[config.mk]
export PLATFORM = sky130hd
export DESIGN_NAME = ac_rms_ctrl
export DESIGN_NICKNAME = d
export VERILOG_FILES = /design/src/ac_rms_pkg.sv /design/src/ac_rms_ctrl.sv
export SDC_FILE = /design/constraint.sdc
export NUM_CORES = 1
export LEC_CHECK = 0
export ABC_AREA = 1
export ABC_CLOCK_PERIOD_IN_PS = 1700
export BUFFER_PORTS_ARGS = -buffer_cell sky130_fd_sc_hd__buf_2
export CORE_MARGIN = 2
export CORE_UTILIZATION = 40
export DETAILED_ROUTE_END_ITERATION = 6
export MAX_ROUTING_LAYER = met4
export PLACE_DENSITY = 0.65
export SETUP_SLACK_MARGIN = 0.4
export SLEW_MARGIN = 20
export SYNTH_ARGS = -nofsm -noshare
export SYNTH_HDL_FRONTEND = slang
export SYNTH_SLANG_ARGS = --single-unit
export TNS_END_PERCENT = 10
[constraint.sdc]
create_clock -name clock -period 1.7 [get_ports clock]
set_input_delay 0.255 -clock clock [delete_from_list [all_inputs] [get_ports clock]]
set_output_delay 0.255 -clock clock [all_outputs]
set_load 0.01 [all_outputs]
[src/ac_rms_pkg.sv]
`default_nettype none
package ac_rms_pkg;

   localparam int SAMPLE_BITS    = 16;
   localparam int MEAN_SHIFT     = 10;
   localparam int WINDOW_SAMPLES = 4096;

   localparam int IN_W     = 16;
   localparam int OUT_W    = 17;
   localparam int NUM_CHAN = 6;

   localparam int EXT_W     = (SAMPLE_BITS > IN_W) ? SAMPLE_BITS : IN_W;
   localparam int MEAN_W    = SAMPLE_BITS + MEAN_SHIFT;
   localparam int DIFF_W    = MEAN_W + 1;
   localparam int AC_W      = SAMPLE_BITS + 1;
   localparam int SQ_W      = 2 * SAMPLE_BITS;
   localparam int CNT_W     = $clog2(WINDOW_SAMPLES + 1);
   localparam int LOG2W     = CNT_W - 1;
   localparam int ENERGY_W  = SQ_W + CNT_W;
   localparam int SHIFTED_W = ENERGY_W - LOG2W;
   localparam int ROOT_W    = (SHIFTED_W + 1) / 2;
   localparam int RAD_W     = 2 * ROOT_W;
   localparam int REM_W     = ROOT_W + 2;
   localparam int STEP_W    = $clog2(ROOT_W);

   typedef struct packed {
      logic cap;
      logic mean_en;
      logic ac_en;
      logic sq_en;
      logic acc_en;
      logic sqrt_load;
      logic sqrt_step;
      logic out_load;
   } cmd_type;

   typedef struct packed {
      logic last_item;
   } status_type;

endpackage
`default_nettype wire

[src/ac_rms_ctrl.sv]
`default_nettype none
module ac_rms_ctrl (
   input  wire logic                    clock,
   input  wire logic                    reset,
   input  wire logic                    req_valid,
   output logic                         req_stall,
   output logic                         rsp_valid,
   input  wire logic                    rsp_stall,
   input  wire ac_rms_pkg::status_type  status,
   output ac_rms_pkg::cmd_type          cmd
);
   import ac_rms_pkg::*;

   typedef enum logic [7:0] {
      ST_IDLE   = 8'b0000_0001,
      ST_MEAN   = 8'b0000_0010,
      ST_AC     = 8'b0000_0100,
      ST_SQ     = 8'b0000_1000,
      ST_ACC    = 8'b0001_0000,
      ST_SQLOAD = 8'b0010_0000,
      ST_SQRT   = 8'b0100_0000,
      ST_FINISH = 8'b1000_0000
   } state_type;

   state_type         state_ff, state_in;
   logic [STEP_W-1:0] step_ff, step_in;
   logic              rsp_valid_ff, rsp_valid_in;
   logic              take;

   assign req_stall = !((state_ff == ST_IDLE) || ((state_ff == ST_ACC) && !status.last_item));
   assign take      = req_valid && !req_stall;
   assign rsp_valid = rsp_valid_ff;

   always_comb begin
      state_in     = state_ff;
      step_in      = step_ff;
      rsp_valid_in = rsp_valid_ff;
      cmd          = '0;
      cmd.cap      = take;
      if (rsp_valid_ff && !rsp_stall) begin
         rsp_valid_in = 1'b0;
      end
      unique case (state_ff)
         ST_IDLE: begin
            if (take) begin
               state_in = ST_MEAN;
            end
         end
         ST_MEAN: begin
            cmd.mean_en = 1'b1;
            state_in    = ST_AC;
         end
         ST_AC: begin
            cmd.ac_en = 1'b1;
            state_in  = ST_SQ;
         end
         ST_SQ: begin
            cmd.sq_en = 1'b1;
            state_in  = ST_ACC;
         end
         ST_ACC: begin
            cmd.acc_en = 1'b1;
            priority if (status.last_item) begin
               state_in = ST_SQLOAD;
            end else if (take) begin
               state_in = ST_MEAN;
            end else begin
               state_in = ST_IDLE;
            end
         end
         ST_SQLOAD: begin
            cmd.sqrt_load = 1'b1;
            step_in       = '0;
            state_in      = ST_SQRT;
         end
         ST_SQRT: begin
            cmd.sqrt_step = 1'b1;
            step_in       = step_ff + 1'b1;
            if (step_ff == STEP_W'(ROOT_W - 1)) begin
               state_in = ST_FINISH;
            end
         end
         ST_FINISH: begin
            if (!rsp_valid_ff || !rsp_stall) begin
               cmd.out_load = 1'b1;
               rsp_valid_in = 1'b1;
               state_in     = ST_IDLE;
            end
         end
         default: begin
            state_in = ST_IDLE;
         end
      endcase
   end

   always_ff @(posedge clock) begin
      if (reset) begin
         state_ff     <= ST_IDLE;
         step_ff      <= '0;
         rsp_valid_ff <= 1'b0;
      end else begin
         state_ff     <= state_in;
         step_ff      <= step_in;
         rsp_valid_ff <= rsp_valid_in;
      end
   end

endmodule
`default_nettype wire

# Word-level counts from Yosys, hierarchy flattened
# Index checks and enable logic that the tools add are counted.
[word_totals]
reg_bits = 14
in_bits = 5
output_inout_bits = 10
wordCells = 45
[op_classes]
addsub = 1
eq_ne = 12
mux = 18
n_reduce_logical = 11
[ops]
columns = ["op", "n"]
rows = [
  ["one-hot mux 8 bit (8 select lines)", 1],
  ["two-way mux 8 bit", 4],
  ["two-way mux 1 bit", 11],
  ["one-hot mux 5 bit (2 select lines)", 1],
  ["equality test 8 x 1 -> 1 bit (second input constant)", 1],
  ["equality test 8 x 2 -> 1 bit (second input constant)", 1],
  ["equality test 8 x 3 -> 1 bit (second input constant)", 1],
  ["equality test 8 x 4 -> 1 bit (second input constant)", 1],
  ["equality test 8 x 5 -> 1 bit (second input constant)", 1],
  ["equality test 8 x 6 -> 1 bit (second input constant)", 1],
  ["equality test 8 x 7 -> 1 bit (second input constant)", 1],
  ["equality test 8 bit (second input constant)", 1],
  ["!= test 2 bit (second input constant)", 3],
  ["adder 5 x 1 -> 5 bit (second input constant)", 1],
  ["equality test 5 bit (second input constant)", 1],
  ["zero test 1 bit", 4],
  ["logical AND 1 bit", 3],
  ["AND reduction 3 bit", 1],
  ["logical OR 1 bit", 2],
  ["two-way mux 2 bit", 1],
  ["nonzero test 2 bit", 1],
]

# Longest topological paths before layout
# Gate-level depths: netlist of the first run.
[depth]
word_depth = 7
ltp_mapped = 10

# Least setup slack after synthesis of the first run
# No wires, ideal clock.
[synth_path]
path_type = "reg-to-output"
from = "register state_ff[3]"
to = "output port cmd[7] (netlist bit)"
arrival_time_ns = 1.219
required_ns = 1.445
setup_slack_ns = 0.226
path_stages_with_launch = 9
n_path_buf = 1
path_cell_list = "dfxtp_1 inv_2 nand2_4 nor2_8 nand2_4 clkinv_1 a21oi_1 nor2_1 buf_4"
[synth_via]
elab_chain_len = 4
[synth_rtl]
columns = ["element", "line_no", "source"]
rows = [
  ["start: declaration", "ac_rms_ctrl.sv:25", "state_type state_ff, state_in;"],
  ["start signal: assignment", "ac_rms_ctrl.sv:102", "state_ff <= state_in;"],
  ["equality test 8 x 5 -> 1 bit", "ac_rms_ctrl.sv:30", "assign req_stall = !((state_ff == ST_IDLE) || ((state_ff == ST_ACC) && !status.last_item));"],
  ["logical AND 1 bit", "ac_rms_ctrl.sv:30", ""],
  ["logical OR 1 bit (*)", "ac_rms_ctrl.sv:30", ""],
  ["logical AND 1 bit (*)", "ac_rms_ctrl.sv:31", "assign take = req_valid && !req_stall;"],
  ["end: declaration", "ac_rms_ctrl.sv:10", "output ac_rms_pkg::cmd_type cmd"],
]
# Mark *: on every way between the ends. The rest lies on a longest branch, timed or not.

==> run_results.csv, run 1 <==
group,metric,value,unit
outcome,outcome,"complete, no violations",
floorplanning,num_rows,16,
timing,min_period,1.57,ns
route,drt-total-wl,1810,um
placed_design,port_buffers,14,
global_routing,first_global_vias,730,
synth,synth_nets,134,
worst_setup_path,ff2ff_path_depth,10,
worst_setup_path,cp_cell_sequence,"inv_2 > nand2_4 > nor2_8 > nand2_4 > clkinv_4 > a21oi_4 > nor2_1 > buf_2",
worst_setup_path,worst-endpoint-arrival,1.31,ns
floorplanning,die_w,50.2,um
clock_tree,clk_latency,0.28,ns
cells_and_area,layout-drive-gt1-share,0.371,
worst_setup_path,critPathKind,"reg -> out",
clock_tree,clock_sinks,14,
worst_setup_path,critPathCaptureType,"output port",
cells_and_area,n_antenna_cell,0,
timing,worst_slew_pin_slew,0.249,ns
timing,final_hold_viol_count,0,
worst_setup_path,cpPeakStageDelay,0.33,ns
timing,fmaxAchievable,639,MHz
clock_tree,cts_tree,"built",
worst_setup_path,endpoint,"cmd[7]",
timing,finClkSkew,0.00469,ns
cells_and_area,nets,159,
route,drc,0,
route,dr.pass1.iters,4,
worst_setup_path,crit_fanout,6,
hold_path,hold_path.class,"in -> reg",
clock_tree,clk_pin_slew,0.09,ns
synth,synthCells,127,
global_routing,track_usage,0.156,
pwr,vdd_ir_drop_max,0.474,mV
timing,finalCritPeriodShare,0.921,
clock_tree,root_buffer,"clkbuf_4",
floorplanning,die_area,2520,um2
job,max-cap-violations,0,
synth,synth.avg_cell_area,6.72,um2
floorplanning,die_h,50.2,um
route,vias_per_cell,4.56,
floorplanning,core,1980,um2
synth,yosysSeqAreaShare,0.328,
timing,finalSetupViolCount,0,
pwr,power_density,1010,nW/um2
global_routing,grt_max_degree,13,
placed_design,place.gp.congestion,0.887,
worst_setup_path,startpoint,"state_ff[0]",
worst_setup_path,crit_required,1.44,ns
pwr,power_leakage,0.000568,uW
floorplanning,io_pins,15,
timing,fin_setup_tns,0,ns
route,wl_per_cell,10.2,um
worst_setup_path,cpMaxStageDelayCell,"dfxtp_2",
worst_setup_path,r2r_end,"state_ff[0]",
clock_tree,cts_buffers,3,
pwr,power,1090,uW
worst_setup_path,start_kind,"flip-flop",
global_routing,grt-ovfl-total,0,
synth,syn-cell-area,853,um2
route,drt_iter0_drc,16,
synth,yosysWarningCount,0,
route,num_vias,812,
worst_setup_path,cp_common_cell,"nand2_4",
timing,slew_viol_final,0,
global_routing,antenna_found_initial,0,
floorplanning,start_util,0.431,
global_routing,grt_first_pass_wirelength,2890,um
timing,max_slew_margin,0.834,
placed_design,dp_hpwl,1310,um
synth,synth_cell_type_count,23,
cells_and_area,post-route-util,0.544,
worst_setup_path,r2r_slack,0.40,ns
clock_tree,holdBufCountCts,0,
cells_and_area,areaGrowthSynthToFinish,26.4,%
route,final_antenna_net_count,0,
synth,ys_ff_latch,14,
timing,layout_setup_ws,0.134,ns
clock_tree,h-tree-depth,1,
clock_tree,cts_buffer_depth,2,
timing,rsz0062_at_grt,"yes",
cells_and_area,final_cell_area,1080,um2
worst_setup_path,reg2reg_from,"state_ff[4]",
placed_design,placed_area,962,um2
placed_design,dp_slack,0.383,ns
sequential cells by signal (all words and copies together) (netlist names):
name and cells:
step_ff 5, rsp_valid 1, state_ff 8
power by group:
| group | leakage [uW] | switching, uW | internal (uW) |
|---|---|---|---|
| combinational | 0.000432 | 271 | 210 |
| clock | 0.0000210 | 109 | 130 |
| sequential | 0.000115 | 15.3 | 356 |
| total | 0.000568 | 396 | 697 |
how the worst min path moves through the flow:
stage	from	endpoint	slack, ns	cells after the start
global route	rsp_stall	rsp_valid	0.23	3
floorplan	reset	state_ff[1]	0.32	1
CTS	rsp_stall	rsp_valid	0.23	3
global placement	step_ff[0]	step_ff[0]	0.47	1
finish	rsp_stall	rsp_valid	0.24	3
detailed placement	step_ff[0]	step_ff[0]	0.48	1
cells in the mapped netlist, drive strengths merged:
| cell type | count | share of area |
|---|---|---|
| inv | 21 | 0.092 |
| nor3 | 3 | 0.023 |
| o21ai | 2 | 0.012 |
| ha | 2 | 0.029 |
| clkinv | 2 | 0.010 |
| xnor2 | 1 | 0.010 |
| a31oi | 1 | 0.0073 |
| nor2 | 22 | 0.12 |
| nand2 | 39 | 0.23 |
| dfxtp | 14 | 0.33 |
| buf | 2 | 0.013 |
| a21oi | 9 | 0.053 |
| nand3 | 8 | 0.059 |
| or2 | 1 | 0.0073 |
cell type report:
type / instances / area (um2)
Multi-Input combinational cell: 88 / 495
Inverter: 23 / 92.6
Clock buffer: 4 / 36.3
Timing Repair Buffer: 22 / 134
Fill cell: 187 / 903
Tap cell: 27 / 33.8
Sequential cell: 14 / 287
repair_timing:
| action | 4_1_cts | 5_1_grt |
|---|---|---|
| setup endpoints to repair | 9 | 16 |
| resized for setup | 4 | 5 |
| setup buffers | 6 | 2 |
| hold endpoints to repair | 0 | 0 |
| pin swaps | 3 | 3 |
stage by stage:
| step | hold slack (ns) | cells |
|---|---|---|
| after floorplan | 0.324 | 127 |
| after global placement | 0.473 | 166 |
| after detailed placement | 0.478 | 166 |
| after CTS | 0.230 | 176 |
| after global routing | 0.234 | 178 |
| final | 0.238 | 178 |
kinds of logic after synthesis:
family / Yosys count / share of synthesized area
buffers and inverters: 25 / 0.116
adder cells (fa/ha/maj): 2 / 0.0293
AND/OR/NAND/NOR: 73 / 0.444
AO/OA/AOI/OAI: 12 / 0.0718
flip-flops: 14 / 0.328
XOR/XNOR: 1 / 0.0103
routing by layer:
| layer | vias to the layer above | share of wire | global-route usage |
|---|---|---|---|
| li1 | 432 | - | - |
| met1 | 355 | 0.42 | 0.172 |
| met2 | 23 | 0.52 | 0.261 |
| met3 | 2 | 0.063 | 0.0565 |
| met4 | 0 | 0.0050 | 0.0509 |
| met5 | - | 0 | - |
worst max-delay path, delay by kind of cell (launching register included):
kind / cells / cell delay [ns]
AO/OA/AOI/OAI: 1 / 0.05
buffers and inverters: 3 / 0.26
AND/OR/NAND/NOR: 4 / 0.40
flip-flops: 1 / 0.33
cells in the final DEF (no fill, tap or decap), drive strengths merged:
master / netlist / routed
nand2: 39 / 39
nor2: 22 / 22
buf: 2 / 22
inv: 21 / 21
dfxtp: 14 / 14
a21oi: 9 / 9
nand3: 8 / 8
clkbuf: 0 / 4
nor3: 3 / 3
o21ai: 2 / 2
ha: 2 / 2
clkinv: 2 / 2
a31oi: 1 / 1
xnor2: 1 / 1
or2: 1 / 1
Power figures use the tool's default switching activity.
==> run 2: changes to the inputs <==
--- a/config.mk
+++ b/config.mk
@@ -7,12 +7,13 @@
 export LEC_CHECK = 0
 export ABC_AREA = 1
 export ABC_CLOCK_PERIOD_IN_PS = 1700
-export BUFFER_PORTS_ARGS = -buffer_cell sky130_fd_sc_hd__buf_2
 export CORE_MARGIN = 2
 export CORE_UTILIZATION = 40
 export DETAILED_ROUTE_END_ITERATION = 6
+export DONT_BUFFER_PORTS = 1
+export GPL_ROUTABILITY_DRIVEN = 0
 export MAX_ROUTING_LAYER = met4
-export PLACE_DENSITY = 0.65
+export PLACE_DENSITY = 0.59
 export SETUP_SLACK_MARGIN = 0.4
 export SLEW_MARGIN = 20
 export SYNTH_ARGS = -nofsm -noshare
==> run 2 against run 1 <==
Effect of this change: critical path type unchanged; clock skew up 0.00077 ns; via count shrank 9.5%; wire length decreased by 6.9%; final cell count decreased by 11%; core utilization shrank 5.4 points; largest cell class unchanged; non-clock buffer count down 19; critical endpoint unchanged; sequential power about the same.
==> run_results.csv, run 2 (synthesis results as in run 1) <==
group,metric,value,unit
worst_setup_path,cp_cell_sequence,"inv_2 > nand2_4 > nor2_8 > nand2_4 > clkinv_4 > a21oi_4 > nor2_4",
global_routing,grt_max_degree,13,
clock_tree,cts_tree,"built",
worst_setup_path,worst-endpoint-arrival,1.23,ns
clock_tree,holdBufCountCts,0,
cells_and_area,nets,140,
cells_and_area,largest_reg_flops,8,
clock_tree,cts_buffer_depth,2,
route,vias_per_cell,4.65,
timing,fin_hold_ws,0.0271,ns
route,drt_iter0_drc,10,
cells_and_area,areaGrowthSynthToFinish,13.8,%
floorplanning,die_h,50.2,um
timing,finalSetupViolCount,0,
clock_tree,h-tree-depth,1,
worst_setup_path,critPathCaptureType,"output port",
worst_setup_path,critPathKind,"reg -> out",
pwr,power_density,977,nW/um2
hold_path,hold_path.class,"in -> reg",
clock_tree,clk_latency,0.28,ns
route,drt-total-wl,1680,um
timing,final_hold_viol_count,0,
route,num_vias,735,
worst_setup_path,cpPeakStageDelay,0.35,ns
route,met3WireLength,74,um
worst_setup_path,cpMaxStageDelayCell,"dfxtp_2",
cells_and_area,final_common_cell,"nand2_1",
hold_path,whs_path_depth,1,
worst_setup_path,startpoint,"state_ff[2]",
route,met2WireLength,819,um
worst_setup_path,ff2ff_path_depth,11,
global_routing,first_global_vias,723,
floorplanning,die_w,50.2,um
cells_and_area,n_antenna_cell,0,
global_routing,grt-ovfl-total,0,
route,final_antenna_net_count,0,
floorplanning,die_area,2520,um2
global_routing,track_usage,0.159,
floorplanning,core,1980,um2
timing,fmaxAchievable,673,MHz
route,highest_layer,"met4",
worst_setup_path,crit_family,"flip-flops",
worst_setup_path,crit_required,1.44,ns
placed_design,port_buffers,0,
route,dr.pass1.iters,4,
timing,finalCritPeriodShare,0.874,
global_routing,grt_first_pass_wirelength,3010,um
worst_setup_path,r2r_end,"state_ff[0]",
placed_design,dp_hpwl,1290,um
route,m1WireLength,779,um
floorplanning,io_pins,15,
worst_setup_path,start_kind,"flip-flop",
floorplanning,start_util,0.431,
cells_and_area,layout-drive-gt1-share,0.305,
worst_setup_path,reg2reg_from,"state_ff[2]",
worst_setup_path,cp_common_cell,"nand2_4",
timing,fin_setup_tns,0,ns
pwr,vdd_ir_drop_max,0.550,mV
clock_tree,cts_buffers,3,
pwr,power_leakage,0.000467,uW
floorplanning,num_rows,16,
worst_setup_path,r2r_slack,0.39,ns
clock_tree,root_buffer,"clkbuf_4",
cells_and_area,n_fill_cell,215,
timing,max_slew_margin,0.856,
route,drc,0,
timing,worst_slew_pin_slew,0.215,ns
clock_tree,clock_sinks,14,
clock_tree,clk_pin_slew,0.09,ns
worst_setup_path,crit_fanout,4,
timing,min_period,1.49,ns
hold_path,holdPathEnd,"state_ff[7]",
job,max-cap-violations,0,
cells_and_area,top_register,"state_ff",
global_routing,antenna_found_initial,0,
outcome,outcome,"complete, no violations",
route,wl_per_cell,10.7,um
timing,finClkSkew,0.00546,ns
cells_and_area,layout_common_cells,"nand2_1 (29), inv_1 (17), nor2_1 (15)",
timing,rsz0062_at_grt,"yes",
hold_path,hp-start,"reset",
timing,slew_viol_final,0,
worst_setup_path,crit_buf_inv,2,
run 2: final cells by class:
class                      count  area (um2)  area share
multi-input combinational     88         508       0.523
sequential                    14         288       0.296
inverter                      23        96.3      0.0992
tap                           27        33.8      0.0348
clock buffer                   3        22.5      0.0232
timing repair buffer           3        22.5      0.0232
run 2: how the worst max path moves through the flow:
stage / to / slack [ns] / cells past startpoint
2_1_floorplan: cmd[7] / 0.41 / 8
3_3_place_gp: cmd[7] / 0.32 / 7
3_5_place_dp: cmd[7] / 0.33 / 7
4_1_cts: cmd[7] / 0.20 / 7
5_1_grt: cmd[7] / 0.12 / 5
6_report: cmd[7] / 0.21 / 7
run 2: repair_timing:
action | CTS | global route
setup buffers | 3 | 0
hold endpoints to repair | 0 | 0
pin swaps | 3 | 0
setup endpoints to repair | 9 | 17
resized for setup | 12 | 2
gates cloned | 0 | 0
run 2: worst reg2reg max path: stages, from the launching register on:
cell	delay, ns
dfxtp_2	0.34
inv_2	0.07
nand2_4	0.07
nor2_8	0.14
buf_4	0.17
nand2_4	0.07
nand2_4	0.09
nor2_2	0.05
nand2_2	0.05
nand3_1	0.06
nand2_1	0.06
nand2_1	0.04
run 2: per-stage QoR:
stage / cell area, um2 / setup slack (ns) / power (uW) / std cells / utilization
2_1_floorplan: 870 / 0.411 / 689 / 127 / -
3_3_place_gp: 892 / 0.318 / 716 / 152 / 0.450
3_5_place_dp: 892 / 0.332 / 717 / 152 / 0.450
4_1_cts: 963 / 0.202 / 941 / 158 / 0.486
5_1_grt: 971 / 0.120 / 1020 / 158 / 0.490
6_report: 971 / 0.215 / 949 / 158 / 0.490
run 2: where the power goes:
group / leakage [uW] / total (uW) / internal [uW] / switching [uW]
Combinational: 0.000337 / 387 / 137 / 250
Clock: 0.0000138 / 190 / 82.0 / 108
Sequential: 0.000116 / 372 / 354 / 17.5
run 2: routing by layer:
layer  vias up  GRT usage
li1        395          -
met1       321      0.196
met2        17      0.252
met3         2     0.0417
met4         0     0.0556
met5         -          -
==> run 3: changes to the inputs <==
--- a/config.mk
+++ b/config.mk
@@ -5,7 +5,6 @@
 export SDC_FILE = /design/constraint.sdc
 export NUM_CORES = 1
 export LEC_CHECK = 0
-export ABC_AREA = 1
 export ABC_CLOCK_PERIOD_IN_PS = 1700
 export CORE_MARGIN = 2
 export CORE_UTILIZATION = 40
@@ -14,6 +13,7 @@
 export GPL_ROUTABILITY_DRIVEN = 0
 export MAX_ROUTING_LAYER = met4
 export PLACE_DENSITY = 0.59
+export REMOVE_ABC_BUFFERS = 1
 export SETUP_SLACK_MARGIN = 0.4
 export SLEW_MARGIN = 20
 export SYNTH_ARGS = -nofsm -noshare
==> run 3 against run 2 <==
Effect of this change: the run now ends with negative setup slack left; via count increased by 15%; die area increased by 8.1%; flip-flop and latch count unchanged; clock power increased by 29%; combinational power decreased by 67%; wire length increased by 32%; maximum frequency decreased by 20%; setup slack got worse by 0.38 ns; critical path type unchanged; highest routed layer unchanged.
==> run_results.csv, run 3 <==
group,metric,value,unit
cells_and_area,instances_no_fill,156,
placed_design,dp_slack,0.0271,ns
timing,finalSetupViolCount,7,
cells_and_area,layout_common_cells,"buf_4 (22), dfxtp_1 (8), nand2b_1 (7)",
route,dr.pass1.iters,4,
clock_tree,root_buffer,"clkbuf_4",
worst_setup_path,worst-endpoint-arrival,1.61,ns
worst_setup_path,r2r_end,"state_ff[4]",
worst_setup_path,ff2ff_path_depth,5,
cells_and_area,top_register,"state_ff",
worst_setup_path,crit_required,1.44,ns
floorplanning,num_rows,17,
pwr,power,710,uW
global_routing,grt-ovfl-total,0,
clock_tree,cts_buffers,3,
cells_and_area,layout-drive-gt1-share,0.453,
global_routing,grt_max_degree,13,
clock_tree,clk_pin_slew,0.09,ns
timing,fin_setup_tns,-0.718,ns
synth,synth_cell_type_count,43,
synth,ys.flop_type,"dfxtp_1",
floorplanning,io_pins,15,
synth,netlist.area_leader.share,0.302,
synth,synth_edf_count,0,
clock_tree,clk_latency,0.28,ns
timing,finClkSkew,0.00582,ns
clock_tree,cts_buffer_depth,2,
timing,fmaxAchievable,537,MHz
clock_tree,h-tree-depth,1,
floorplanning,die_area,2720,um2
placed_design,dp_hpwl,1570,um
worst_setup_path,critPathCaptureType,"output port",
hold_path,whs_path_depth,1,
route,drt_iter0_drc,20,
cells_and_area,final_common_cell,"buf_4",
global_routing,antenna_found_initial,0,
outcome,outcome,"finished with violations",
global_routing,grt_first_pass_wirelength,3640,um
worst_setup_path,start_kind,"flip-flop",
hold_path,hold_path.class,"in -> reg",
floorplanning,die_h,52.2,um
worst_setup_path,r2r_slack,0.05,ns
worst_setup_path,reg2reg_from,"state_ff[1]",
hold_path,hp-start,"reset",
placed_design,port_buffers,0,
worst_setup_path,critPathKind,"reg -> out",
route,drc,0,
route,num_vias,846,
route,vias_per_cell,5.42,
floorplanning,core,2210,um2
cells_and_area,post-route-util,0.561,
route,wl_per_cell,14.3,um
timing,slew_viol_final,0,
clock_tree,clock_sinks,14,
pwr,power_density,573,nW/um2
synth,ys_async_sr_fraction,0,
hold_path,holdPathEnd,"rsp_valid",
synth,yosysSeqAreaShare,0.302,
placed_design,placed_cells,145,
worst_setup_path,crit_fanout,4,
global_routing,track_usage,0.187,
pwr,vdd_ir_drop_max,0.450,mV
synth,yosysWarningCount,0,
cells_and_area,nets,136,
synth,synth_most_common_cell,"dfxtp_1",
timing,rsz0062_at_grt,"yes",
cells_and_area,n_antenna_cell,0,
synth,synthTopCellsByCount,"dfxtp_1 (14), or3_1 (8), nand2b_1 (7), nor2_1 (7), a21oi_1 (6)",
route,drt-total-wl,2220,um
timing,worst_slew_pin_slew,0.467,ns
job,max-cap-violations,0,
synth,synth.avg_cell_area,8.93,um2
route,final_antenna_net_count,0,
cells_and_area,n_fill_cell,212,
synth,syn-cell-area,928,um2
timing,final_hold_viol_count,0,
floorplanning,start_util,0.420,
clock_tree,cts_tree,"built",
synth,synthTopCellsByArea,"dfxtp_1 (30%), or3_1 (5.4%), nand2b_1 (4.7%), nor4_4 (4.6%), xnor2_1 (3.8%)",
timing,finalCritPeriodShare,1.10,
timing,max_slew_margin,0.686,
pwr,power_leakage,0.000478,uW
cells_and_area,areaGrowthSynthToFinish,33.6,%
timing,min_period,1.86,ns
timing,layout_setup_ws,-0.163,ns
global_routing,first_global_vias,791,
floorplanning,die_w,52.2,um
synth,synth_top_area_cell,"dfxtp_1",
outcome,violations,"negative setup slack",
synth,synthCells,104,
synth,ys_ff_latch,14,
cells_and_area,largest_reg_flops,8,
==> run 3: worst max path at each step <==
stage | startpoint | end | slack [ns] | depth (start not counted)
2_1_floorplan | state_ff[0] | cmd[5] | -0.07 | 3
3_3_place_gp | state_ff[7] | cmd[5] | 0.07 | 4
3_5_place_dp | state_ff[1] | step_ff[2] | 0.03 | 5
4_1_cts | state_ff[7] | cmd[5] | -0.15 | 4
5_1_grt | state_ff[6] | cmd[5] | -0.21 | 4
6_report | state_ff[6] | cmd[5] | -0.16 | 4
==> run 3: worst max-delay path, stage by stage, from the launching register on <==
cell,delay [ns]
dfxtp_2,0.35
or3_4,0.40
or2_4,0.28
nor3b_2,0.16
buf_4,0.14
==> run 3: cell type report <==
cell class	instances	area (um2)	area share
Multi-Input combinational cell	78	639	0.516
Sequential cell	14	290	0.234
Timing Repair Buffer	27	220	0.178
Clock buffer	4	36.3	0.0293
Tap cell	28	35.0	0.0283
Inverter	5	18.8	0.0151
==> run 3: timing repair <==
action | 4_1_cts | 5_1_grt
pin swaps | 10 | 4
endpoints found under the setup margin | 23 | 23
gates resized for setup | 22 | 2
buffers inserted | 4 | 2
hold buffers | 0 | 1
hold endpoints to repair | 0 | 1
==> run 3: kinds of logic after synthesis <==
kind of cell / Yosys count / share of synthesized area
xor gates and xnor gates: 4 / 0.0377
and+or+nand+nor: 50 / 0.375
buffers and inverters: 12 / 0.0728
adders and majority gates: 2 / 0.0269
AOI/OAI and AO/OA: 22 / 0.186
DFF: 14 / 0.302
==> run 3: metrics by stage <==
stage	cell area [um2]	hold WS, ns
final	1240	0.0261
after global routing	1240	0.00574
after CTS	1210	0.0143
after detailed placement	1060	0.329
after global placement	1060	0.327
after floorplan	880	0.324
==> run 3: routing by layer <==
layer / track usage / vias up / part of all wire
met1: 0.265 / 394 / 0.49
met2: 0.257 / 19 / 0.46
met3: 0.0400 / 2 / 0.045
met4: 0.0726 / 0 / 0.0063
met5: - / - / 0
li1: - / 431 / -
==> run 3: power by group <==
part | leakage [uW] | total (uW) | internal [uW] | switching (uW)
Sequential | 0.000116 | 336 | 332 | 3.83
Clock | 0.0000210 | 245 | 130 | 115
Combinational | 0.000342 | 129 | 66.4 | 62.8
Total | 0.000478 | 710 | 529 | 181
